[config.mk]
export PLATFORM = sky130hd
export DESIGN_NAME = stack_machine_executor_flat
export DESIGN_NICKNAME = d
export VERILOG_FILES = /design/src/sv/sme_pkg.sv /design/src/sv/sme_if.sv /design/src/sv/stack_machine_executor.sv /design/src/sv/sme_divider.sv /design/src/sv/sme_datapath.sv /design/src/sv/sme_ctrl.sv /design/src/flat_wrapper.sv
export VERILOG_INCLUDE_DIRS = /design/src /design/src/sv
export SDC_FILE = /design/constraint.sdc
export NUM_CORES = 2
export LEC_CHECK = 0
export BUFFER_PORTS_ARGS = -buffer_cell sky130_fd_sc_hd__clkbuf_2
export CAP_MARGIN = 0
export CORE_MARGIN = 10
export CORE_UTILIZATION = 38
export CTS_CLUSTER_DIAMETER = 50
export DETAILED_ROUTE_END_ITERATION = 6
export PLACE_DENSITY = 0.58
export SLEW_MARGIN = 30
export SYNTH_ARGS = -nofsm -noshare
export SYNTH_HDL_FRONTEND = slang
export SYNTH_SLANG_ARGS = --single-unit
[constraint.sdc]
create_clock -name clk -period 14.3 [get_ports clk]
set_input_delay 0.715 -clock clk [delete_from_list [all_inputs] [get_ports clk]]
set_output_delay 0.715 -clock clk [all_outputs]
set_load 0.01 [all_outputs]
[src/sv/stack_machine_executor_assert.svh]
// ----------------------------------------------------------------------------
// Assertion macros for the stack machine executor
// Clocked assertions, disabled while reset is high.
// ----------------------------------------------------------------------------
`ifndef STACK_MACHINE_EXECUTOR_ASSERT_SVH
`define STACK_MACHINE_EXECUTOR_ASSERT_SVH

// Consequent must hold in the same cycle as the antecedent.
`define SME_ASSERT_SAME(name, clk, rst, ante, cons) \
  name: assert property (@(posedge clk) disable iff (rst) (ante) |-> (cons)) \
    else $error("sme: assertion failed");

// Consequent must hold in the cycle after the antecedent.
`define SME_ASSERT_NEXT(name, clk, rst, ante, cons) \
  name: assert property (@(posedge clk) disable iff (rst) (ante) |=> (cons)) \
    else $error("sme: assertion failed");

`endif

[src/sv/sme_pkg.sv]
// ----------------------------------------------------------------------------
// sme_pkg
// Shared widths, operation and status codes, and control structs.
// ----------------------------------------------------------------------------
package sme_pkg;

  localparam int STACK_DEPTH = 64;
  localparam int SP_W        = $clog2(STACK_DEPTH + 1);
  localparam int ADDR_W      = $clog2(STACK_DEPTH);
  localparam int WORD_W      = 32;
  localparam int OP_W        = 3;
  localparam int STATUS_W    = 2;
  localparam int DEPTH_W     = 7;
  localparam int DIV_CNT_W   = $clog2(WORD_W + 1);

  typedef enum logic [OP_W-1:0] {
    OP_PUSH  = 3'd0,
    OP_ADD   = 3'd1,
    OP_SUB   = 3'd2,
    OP_DIV   = 3'd3,
    OP_MUL   = 3'd4,
    OP_PRINT = 3'd5,
    OP_DUP   = 3'd6,
    OP_DUP2  = 3'd7
  } op_t;

  typedef enum logic [STATUS_W-1:0] {
    ST_OK    = 2'd0,
    ST_UNDER = 2'd1,
    ST_OVER  = 2'd2,
    ST_DIVZ  = 2'd3
  } status_t;

  // Controller to datapath commands
  typedef struct packed {
    logic accept;
    logic exec;
    logic div_start;
    logic wr2;
    logic div_wr;
    logic emit;
  } dp_cmd_t;

  // Datapath to controller status, valid in the execute cycle
  typedef struct packed {
    logic div_go;
    logic dup2_go;
  } dp_stat_t;

endpackage

[src/sv/sme_if.sv]
// ----------------------------------------------------------------------------
// sme_item_if / sme_result_if
// Valid/ready channels for operations in and results out.
// ----------------------------------------------------------------------------
interface sme_item_if;
  logic                              valid;
  logic                              ready;
  logic [sme_pkg::OP_W-1:0]          op;
  logic signed [sme_pkg::WORD_W-1:0] literal;

  modport source (output valid, output op, output literal, input ready);
  modport sink   (input valid, input op, input literal, output ready);
endinterface

interface sme_result_if;
  logic                              valid;
  logic                              ready;
  logic                              printed;
  logic signed [sme_pkg::WORD_W-1:0] print_value;
  logic [sme_pkg::STATUS_W-1:0]      status;
  logic [sme_pkg::DEPTH_W-1:0]       depth;

  modport source (output valid, output printed, output print_value, output status,
                  output depth, input ready);
  modport sink   (input valid, input printed, input print_value, input status,
                  input depth, output ready);
endinterface

[src/sv/stack_machine_executor.sv]
// An accepted item is executed (stack read, ALU, write back) and its result
// then emitted; 2dup adds a second write on the single write port, and a
// divide that runs waits for the radix-2 divider. The output can stall, and
// a new item is taken only while idle or while the last result is emitted.
// Reset: synchronous, active high; empties the stack and drops any result.
// ----------------------------------------------------------------------------
// stack_machine_executor
// Executes one stack operation per beat on a stack of 32-bit signed words.
// ----------------------------------------------------------------------------
module stack_machine_executor (
  input  logic         clk,
  input  logic         rst,
  sme_item_if.sink     item,
  sme_result_if.source result
);

  sme_pkg::dp_cmd_t                 cmd;
  sme_pkg::dp_stat_t                stat;
  logic                             div_done;
  logic [sme_pkg::WORD_W-1:0]       div_num;
  logic [sme_pkg::WORD_W-1:0]       div_den;
  logic [sme_pkg::WORD_W-1:0]       div_quot;
  logic [sme_pkg::WORD_W-1:0]       print_value_u;

  sme_ctrl u_ctrl (
    .clk       (clk),
    .rst       (rst),
    .in_valid  (item.valid),
    .in_ready  (item.ready),
    .out_valid (result.valid),
    .out_ready (result.ready),
    .stat      (stat),
    .div_done  (div_done),
    .cmd       (cmd)
  );

  sme_datapath u_datapath (
    .clk         (clk),
    .rst         (rst),
    .cmd         (cmd),
    .stat        (stat),
    .in_op       (item.op),
    .in_literal  (item.literal),
    .div_num     (div_num),
    .div_den     (div_den),
    .div_quot    (div_quot),
    .printed     (result.printed),
    .print_value (print_value_u),
    .status      (result.status),
    .depth       (result.depth)
  );

  sme_divider u_divider (
    .clk   (clk),
    .rst   (rst),
    .start (cmd.div_start),
    .num   (div_num),
    .den   (div_den),
    .done  (div_done),
    .quot  (div_quot)
  );

  assign result.print_value = print_value_u;

endmodule

[src/sv/sme_divider.sv]
// ----------------------------------------------------------------------------
// sme_divider
// Signed truncating divider, restoring radix-2, one quotient bit per cycle.
// ----------------------------------------------------------------------------
module sme_divider (
  input  logic                        clk,
  input  logic                        rst,
  input  logic                        start,
  input  logic [sme_pkg::WORD_W-1:0]  num,
  input  logic [sme_pkg::WORD_W-1:0]  den,
  output logic                        done,
  output logic [sme_pkg::WORD_W-1:0]  quot
);

  logic                             busy;
  logic [sme_pkg::DIV_CNT_W-1:0]    count;
  logic [sme_pkg::WORD_W-1:0]       rem;
  logic [sme_pkg::WORD_W-1:0]       q;
  logic [sme_pkg::WORD_W-1:0]       ud;
  logic                             neg;
  logic [sme_pkg::WORD_W:0]         rem_sh;
  logic [sme_pkg::WORD_W:0]         trial;
  logic                             fits;

  // One restoring step: shift in the next dividend bit, try subtract
  always_comb begin
    rem_sh = {rem, q[sme_pkg::WORD_W-1]};
    trial  = rem_sh - {1'b0, ud};
    fits   = (rem_sh >= {1'b0, ud});
  end

  always_ff @(posedge clk) begin
    if (rst) begin
      busy <= 1'b0;
      done <= 1'b0;
    end else begin
      done <= busy && (count == sme_pkg::DIV_CNT_W'(1));
      if (start) begin
        busy <= 1'b1;
      end else if (busy && (count == sme_pkg::DIV_CNT_W'(1))) begin
        busy <= 1'b0;
      end
    end
  end

  // Load magnitudes on start, then advance one bit per cycle
  always_ff @(posedge clk) begin
    if (start) begin
      rem   <= '0;
      q     <= num[sme_pkg::WORD_W-1] ? (~num + 1'b1) : num;
      ud    <= den[sme_pkg::WORD_W-1] ? (~den + 1'b1) : den;
      neg   <= num[sme_pkg::WORD_W-1] ^ den[sme_pkg::WORD_W-1];
      count <= sme_pkg::DIV_CNT_W'(sme_pkg::WORD_W);
    end else if (busy) begin
      rem   <= fits ? trial[sme_pkg::WORD_W-1:0] : rem_sh[sme_pkg::WORD_W-1:0];
      q     <= {q[sme_pkg::WORD_W-2:0], fits};
      count <= count - sme_pkg::DIV_CNT_W'(1);
    end
  end

  // Restore the sign of the quotient
  assign quot = neg ? (~q + 1'b1) : q;

endmodule

[src/sv/sme_datapath.sv]
// ----------------------------------------------------------------------------
// sme_datapath
// Stack memory, stack pointer, ALU, error checks and result register.
// ----------------------------------------------------------------------------
module sme_datapath (
  input  logic                              clk,
  input  logic                              rst,
  input  sme_pkg::dp_cmd_t                  cmd,
  output sme_pkg::dp_stat_t                 stat,
  input  logic [sme_pkg::OP_W-1:0]          in_op,
  input  logic [sme_pkg::WORD_W-1:0]        in_literal,
  output logic [sme_pkg::WORD_W-1:0]        div_num,
  output logic [sme_pkg::WORD_W-1:0]        div_den,
  input  logic [sme_pkg::WORD_W-1:0]        div_quot,
  output logic                              printed,
  output logic [sme_pkg::WORD_W-1:0]        print_value,
  output logic [sme_pkg::STATUS_W-1:0]      status,
  output logic [sme_pkg::DEPTH_W-1:0]       depth
);

  logic [sme_pkg::WORD_W-1:0] mem [sme_pkg::STACK_DEPTH];

  logic [sme_pkg::SP_W-1:0]     sp;
  logic [sme_pkg::SP_W-1:0]     sp_next;
  sme_pkg::op_t                 op_r;
  logic [sme_pkg::WORD_W-1:0]   lit_r;
  logic [sme_pkg::WORD_W-1:0]   rd_t;
  logic [sme_pkg::WORD_W-1:0]   rd_s;
  logic [sme_pkg::WORD_W-1:0]   hold_t;
  logic                         res_printed;
  logic [sme_pkg::WORD_W-1:0]   res_pval;
  sme_pkg::status_t             res_status;

  logic [sme_pkg::ADDR_W-1:0]   addr_t;
  logic [sme_pkg::ADDR_W-1:0]   addr_s;
  logic [1:0]                   need;
  logic [1:0]                   grow;
  logic                         under;
  logic                         over;
  logic                         divz;
  sme_pkg::status_t             status_c;
  logic                         ok;
  logic [sme_pkg::WORD_W-1:0]   alu;
  logic                         we;
  logic [sme_pkg::ADDR_W-1:0]   waddr;
  logic [sme_pkg::WORD_W-1:0]   wdata;

  assign addr_t = sme_pkg::ADDR_W'(sp - sme_pkg::SP_W'(1));
  assign addr_s = sme_pkg::ADDR_W'(sp - sme_pkg::SP_W'(2));

  // Operand demand and stack growth per operation
  always_comb begin
    unique case (op_r) inside
      sme_pkg::OP_PUSH:  begin need = 2'd0; grow = 2'd1; end
      sme_pkg::OP_PRINT: begin need = 2'd1; grow = 2'd0; end
      sme_pkg::OP_DUP:   begin need = 2'd1; grow = 2'd1; end
      sme_pkg::OP_DUP2:  begin need = 2'd2; grow = 2'd2; end
      default:           begin need = 2'd2; grow = 2'd0; end
    endcase
  end

  // Error checks, underflow first
  always_comb begin
    under = (sp < sme_pkg::SP_W'(need));
    divz  = (op_r == sme_pkg::OP_DIV) && (rd_t == '0);
    over  = ({1'b0, sp} + (sme_pkg::SP_W+1)'(grow)) >
            (sme_pkg::SP_W+1)'(sme_pkg::STACK_DEPTH);
    if (under) begin
      status_c = sme_pkg::ST_UNDER;
    end else if (divz) begin
      status_c = sme_pkg::ST_DIVZ;
    end else if (over) begin
      status_c = sme_pkg::ST_OVER;
    end else begin
      status_c = sme_pkg::ST_OK;
    end
    ok = (status_c == sme_pkg::ST_OK);
  end

  assign stat.div_go  = ok && (op_r == sme_pkg::OP_DIV);
  assign stat.dup2_go = ok && (op_r == sme_pkg::OP_DUP2);

  // Wrapping ALU on top and second
  always_comb begin
    unique case (op_r) inside
      sme_pkg::OP_SUB: alu = rd_t - rd_s;
      sme_pkg::OP_MUL: alu = rd_t * rd_s;
      default:         alu = rd_t + rd_s;
    endcase
  end

  assign div_num = rd_s;
  assign div_den = rd_t;

  // Memory write port and stack pointer update
  always_comb begin
    we      = 1'b0;
    waddr   = sme_pkg::ADDR_W'(sp);
    wdata   = lit_r;
    sp_next = sp;
    if (cmd.exec && ok) begin
      unique case (op_r) inside
        sme_pkg::OP_PUSH: begin
          we      = 1'b1;
          sp_next = sp + sme_pkg::SP_W'(1);
        end
        sme_pkg::OP_ADD, sme_pkg::OP_SUB, sme_pkg::OP_MUL: begin
          we      = 1'b1;
          waddr   = addr_s;
          wdata   = alu;
          sp_next = sp - sme_pkg::SP_W'(1);
        end
        sme_pkg::OP_PRINT: begin
          sp_next = sp - sme_pkg::SP_W'(1);
        end
        sme_pkg::OP_DUP: begin
          we      = 1'b1;
          wdata   = rd_t;
          sp_next = sp + sme_pkg::SP_W'(1);
        end
        sme_pkg::OP_DUP2: begin
          we      = 1'b1;
          wdata   = rd_s;
        end
        default: begin
          we      = 1'b0;
        end
      endcase
    end else if (cmd.wr2) begin
      we      = 1'b1;
      waddr   = sme_pkg::ADDR_W'(sp + sme_pkg::SP_W'(1));
      wdata   = hold_t;
      sp_next = sp + sme_pkg::SP_W'(2);
    end else if (cmd.div_wr) begin
      we      = 1'b1;
      waddr   = addr_s;
      wdata   = div_quot;
      sp_next = sp - sme_pkg::SP_W'(1);
    end
  end

  always_ff @(posedge clk) begin
    if (rst) begin
      sp <= '0;
    end else begin
      sp <= sp_next;
    end
  end

  // Stack memory: one write port, two registered read ports
  always_ff @(posedge clk) begin
    if (we) begin
      mem[waddr] <= wdata;
    end
    rd_t <= mem[addr_t];
    rd_s <= mem[addr_s];
  end

  // Capture the beat, hold operation results, load the result register
  always_ff @(posedge clk) begin
    if (cmd.accept) begin
      op_r  <= sme_pkg::op_t'(in_op);
      lit_r <= in_literal;
    end
    if (cmd.exec) begin
      hold_t      <= rd_t;
      res_status  <= status_c;
      res_printed <= ok && (op_r == sme_pkg::OP_PRINT);
      res_pval    <= (ok && (op_r == sme_pkg::OP_PRINT)) ? rd_t : '0;
    end
    if (cmd.emit) begin
      printed     <= res_printed;
      print_value <= res_pval;
      status      <= res_status;
      depth       <= sme_pkg::DEPTH_W'(sp);
    end
  end

endmodule

[src/sv/sme_ctrl.sv]
// ----------------------------------------------------------------------------
// sme_ctrl
// Sequencer for accept, execute, second write, divide wait and result emit.
// ----------------------------------------------------------------------------
`include "stack_machine_executor_assert.svh"

module sme_ctrl (
  input  logic               clk,
  input  logic               rst,
  input  logic               in_valid,
  output logic               in_ready,
  output logic               out_valid,
  input  logic               out_ready,
  input  sme_pkg::dp_stat_t  stat,
  input  logic               div_done,
  output sme_pkg::dp_cmd_t   cmd
);

  typedef enum logic [2:0] {
    S_IDLE,
    S_EXEC,
    S_WR2,
    S_DIV,
    S_EMIT
  } state_t;

  state_t state;
  state_t state_next;
  logic   out_free;
  logic   accept;

  // Result slot is free when empty or draining this cycle
  assign out_free = !out_valid || out_ready;
  assign in_ready = (state == S_IDLE) || ((state == S_EMIT) && out_free);
  assign accept   = in_valid && in_ready;

  // Datapath commands
  always_comb begin
    cmd.accept    = accept;
    cmd.exec      = (state == S_EXEC);
    cmd.div_start = (state == S_EXEC) && stat.div_go;
    cmd.wr2       = (state == S_WR2);
    cmd.div_wr    = (state == S_DIV) && div_done;
    cmd.emit      = (state == S_EMIT) && out_free;
  end

  // Next state
  always_comb begin
    state_next = state;
    unique case (state)
      S_IDLE: begin
        if (accept) state_next = S_EXEC;
      end
      S_EXEC: begin
        if (stat.div_go) begin
          state_next = S_DIV;
        end else if (stat.dup2_go) begin
          state_next = S_WR2;
        end else begin
          state_next = S_EMIT;
        end
      end
      S_WR2: begin
        state_next = S_EMIT;
      end
      S_DIV: begin
        if (div_done) state_next = S_EMIT;
      end
      S_EMIT: begin
        if (out_free) state_next = accept ? S_EXEC : S_IDLE;
      end
      default: begin
        state_next = S_IDLE;
      end
    endcase
  end

  // Hold state and the result valid flag
  always_ff @(posedge clk) begin
    if (rst) begin
      state     <= S_IDLE;
      out_valid <= 1'b0;
    end else begin
      state <= state_next;
      if (cmd.emit) begin
        out_valid <= 1'b1;
      end else if (out_ready) begin
        out_valid <= 1'b0;
      end
    end
  end

  `SME_ASSERT_NEXT(a_accept_executes, clk, rst, accept, state == S_EXEC)
  `SME_ASSERT_SAME(a_div_done_in_wait, clk, rst, div_done, state == S_DIV)
  `SME_ASSERT_SAME(a_wr2_after_exec, clk, rst, state == S_WR2, $past(state == S_EXEC))

endmodule

[src/flat_wrapper.sv]
// flat-port wrapper written by rule: the top's interface ports become plain ports
module stack_machine_executor_flat 
  (clk, rst, item_valid, item_op, item_literal, item_ready, result_valid, result_printed, result_print_value, result_status, result_depth, result_ready);
  sme_item_if item_i ();
  sme_result_if result_i ();
  input  logic clk;
  input  logic rst;
  input wire logic [$bits(item_i.valid)-1:0] item_valid;
  input wire logic [$bits(item_i.op)-1:0] item_op;
  input wire logic [$bits(item_i.literal)-1:0] item_literal;
  output wire logic [$bits(item_i.ready)-1:0] item_ready;
  output wire logic [$bits(result_i.valid)-1:0] result_valid;
  output wire logic [$bits(result_i.printed)-1:0] result_printed;
  output wire logic [$bits(result_i.print_value)-1:0] result_print_value;
  output wire logic [$bits(result_i.status)-1:0] result_status;
  output wire logic [$bits(result_i.depth)-1:0] result_depth;
  input wire logic [$bits(result_i.ready)-1:0] result_ready;
  assign item_i.valid = item_valid;
  assign item_i.op = item_op;
  assign item_i.literal = item_literal;
  assign item_ready = item_i.ready;
  assign result_valid = result_i.valid;
  assign result_printed = result_i.printed;
  assign result_print_value = result_i.print_value;
  assign result_status = result_i.status;
  assign result_depth = result_i.depth;
  assign result_i.ready = result_ready;
  stack_machine_executor u_core (.clk(clk), .rst(rst), .item(item_i), .result(result_i));
endmodule
==> flow_summary.ini <==
[outcome]
status = finished with violations
violations = design-rule violations

[synth]
syn_nets = 8304
synth_ff_type = edfxtp_1
synth-edff-count = 2257
synthesis.area_um2 = 128200
syn_inst = 7650
synthArstFlopShare_pct = 0
ys_warn_count = 0
synth_cell_types = 82
ys_ff_latch = 2372
synth_area_per_cell_um2 = 16.75
synth-seq-area-share_pct = 54.68

[cts]
cts_max_level = 5
cts_buffers = 297
root_buffer = clkbuf_16
clockBufferDepth = 4
insertion_delay_ps = 910
cts.sinks = 2372
cts_tree = built
cts.reportedPaths.clkPinSlew_ps = 60

[timing]
fin_crit_sh_pct = 62.64
rsz0062_at_grt = no
slew_headroom_pct = 28.94
clock_skew_ps = 78.99
setup_viol = 0
period_minus_slack_ps = 8958
fmax_mhz = 111.6
fin_setup_tns_ps = 0
worstMarginPinSlew_ps = 1066
hold_viol = 0
drv_slew = 0

[worst_setup_path]
worst_path_most_repeated_cell = fa_1
r2r_end = u_core.u_datapath.mem[39][30]
max_stage_delay_ps = 970
critPathMaxFanout = 64
crit_buf_inv = 5
critical_path_class = reg -> reg
cpLargestDelayFamily = adder cells
end_kind = flip-flop
start_kind = flip-flop
timing.rr.start = u_core.u_datapath.div_den[11]
rr_worst_depth = 25
arrival_ps = 9550
reg2reg_setup_slack_ps = 5340
slowest_stage = dfxtp_2
required_ps = 14900

[route]
vias = 76503
viasPerCell = 6.116
wl_mm = 403.8
dr.first_iter.drc_count = 9504
wl_per_cell_um = 32.29
drt_pass1_iterations = 7
ant_nets = 0
route.detailed.drc = 3

[global_route]
grt_pass1_wl_mm = 578.1
antenna_found_initial = 24
overflow = 0
grt_max_degree = 142
track_usage_pct = 21.80
grt_pass1_vias = 77452

[placement]
port_buffers = 82
dp_hpwl_mm = 243.6
gp_congestion = 0.8769

[die]
die_w_um = 600.7
dieHeight_um = 600.7
core-area_um2 = 336300
initial_core_util_pct = 38.10
num_rows = 213
die-area_um2 = 360900
ios = 83

[finish]
utilization_pct = 43.22
area_delta_synth_final_pct = 13.44
nNetsFinal = 8408
drive_above_1_share_pct = 28.39
fillerInstances = 29450

[worst_hold_path]
hp-start = item_literal[21]
hold_end = u_core.u_datapath.lit_r[21]
hold_depth = 1
hp-class = in -> reg

[flow_run]
max-cap-violations = 0
==> layer usage <==
| metal | vias to the layer above | GRT usage [%] | part of all wire, % |
|---|---|---|---|
| met4 | 2 | 7.118 | 3.7 |
| met2 | 4025 | 35.34 | 48 |
| met1 | 41346 | 29.81 | 39 |
| li1 | 30391 | - | - |
| met5 | - | 0 | 0.0032 |
| met3 | 739 | 4.107 | 9.0 |
==> how the worst max path moves through the flow <==
stage,from,depth (start not counted),slack [ps],endpoint
final,u_core.u_datapath.div_den[11],25,5340,u_core.u_datapath.mem[39][30]
after global routing,u_core.u_datapath.div_den[11],24,5080,u_core.u_datapath.mem[47][29]
after CTS,u_core.u_datapath.div_den[11],23,5280,u_core.u_datapath.mem[0][31]
after detailed placement,u_core.u_datapath.div_den[11],23,5220,u_core.u_datapath.mem[5][31]
after global placement,u_core.u_datapath.div_den[11],23,5440,u_core.u_datapath.mem[0][31]
after floorplan,u_core.u_datapath.div_num[6],25,4210,u_core.u_datapath.mem[0][29]
==> cells in the mapped netlist (136+ instances only) <==
cell      instances  share of area [%]
nor2_1          214               0.63
o21ai_0         181               0.71
xnor2_1         137               0.94
inv_1           446                1.3
edfxtp_1       2257                 53
xor2_1          136               0.93
fa_1            411                6.4
mux4_2         1316                 23
a21oi_1         158               0.62
clkbuf_1        441                1.3
and2_1          366                1.8
nand2_1         471                1.4
ha_1            204                2.0
==> cells by family (layout without fill, tap and decap cells) <==
kind of cell	Yosys count	after routing	share of synthesized area (%)
and+or+nand+nor	1316	1316	5.079
AOI/OAI and AO/OA	713	713	3.548
muxes	1357	1357	23.45
xor gates and xnor gates	273	273	1.866
DFF	2372	2372	54.68
adders and majority gates	615	615	8.412
other	0	8	0
buffers and inverters	1004	1339	2.960
==> cell type report <==
class / count / area [um2] / share of cell area [%]
multi-input cells: 4274 / 55360 / 38.08
clock buffers: 346 / 7720 / 5.310
clock inverters: 184 / 2066 / 1.421
inverters: 447 / 1679 / 1.155
flip-flops and latches: 2372 / 70110 / 48.23
repair buffers: 362 / 2779 / 1.912
diodes: 8 / 20.02 / 0.01377
well taps: 4515 / 5649 / 3.886
==> sequential cells by signal, summed over array words and instances, names as in the netlist, 2 cells and up <==
register                       cells
u_core.u_divider.ud               32
u_core.u_datapath.div_num         32
u_core.u_datapath.res_pval        32
u_core.u_divider.rem              32
u_core.u_datapath.print_value     32
u_core.u_datapath.hold_t          32
u_core.u_datapath.div_den         32
u_core.u_divider.q                32
u_core.u_datapath.status           2
u_core.u_ctrl.state                3
u_core.u_datapath.lit_r           32
u_core.u_datapath.mem           2048
u_core.u_datapath.depth            7
u_core.u_datapath.res_status       2
u_core.u_datapath.op_r             3
u_core.u_datapath.sp               7
u_core.u_divider.count             6
==> worst register-to-register path: stages, from the launching register on <==
cell	delay, ps
dfxtp_2	970
and2_1	280
fa_1	460
fa_1	510
fa_1	520
inv_1	50
fa_1	470
inv_1	60
fa_1	490
inv_1	60
fa_1	540
inv_1	50
fa_1	380
fa_1	470
ha_1	400
a21o_1	160
a221oi_1	90
nand3_1	90
nor3_1	50
nor2_1	380
a21oi_1	230
o21ai_0	790
nand2_1	200
mux2i_1	200
a31oi_4	210
buf_4	520
==> cell usage in the layout, fill, tap and decap left out, types with 47 or more instances in the layout <==
cell / netlist / final
ha_1: 204 / 202
clkbuf_2: 0 / 82
a211oi_1: 94 / 92
buf_4: 0 / 226
clkbuf_16: 0 / 300
o21ai_0: 181 / 172
fa_1: 411 / 411
a21oi_1: 158 / 146
xnor2_1: 137 / 134
xor2_1: 136 / 131
dfxtp_1: 115 / 93
a31oi_1: 51 / 47
inv_1: 446 / 444
nor3_1: 51 / 48
nand2_1: 471 / 471
edfxtp_1: 2257 / 2257
nor2_1: 214 / 148
nor2_4: 0 / 65
and2_1: 366 / 365
mux4_2: 1316 / 1316
==> through the flow <==
| step | instances | setup WS, ps | hold slack, ps | instance area, um2 |
|---|---|---|---|---|
| 3_3_place_gp | 11933 | 5436 | 400.7 | 135100 |
| 5_1_grt | 12501 | 5075 | 21.24 | 145400 |
| 2_1_floorplan | 7650 | 4208 | 400.3 | 128200 |
| 3_5_place_dp | 11935 | 5224 | 404.5 | 135100 |
| 4_1_cts | 12497 | 5276 | 8.338 | 145200 |
| 6_report | 12508 | 5342 | 48.04 | 145400 |
==> what timing repair did <==
action | 4_1_cts | 5_1_grt
resized for setup | 0 | 0
hold endpoints to repair | 32 | 0
buffers inserted | 0 | 0
endpoints found under the setup margin | 0 | 0
hold buffers | 32 | 0
Power is not shown: default switching activity piles up to over one toggle a cycle in this logic, so the estimate is an artifact.
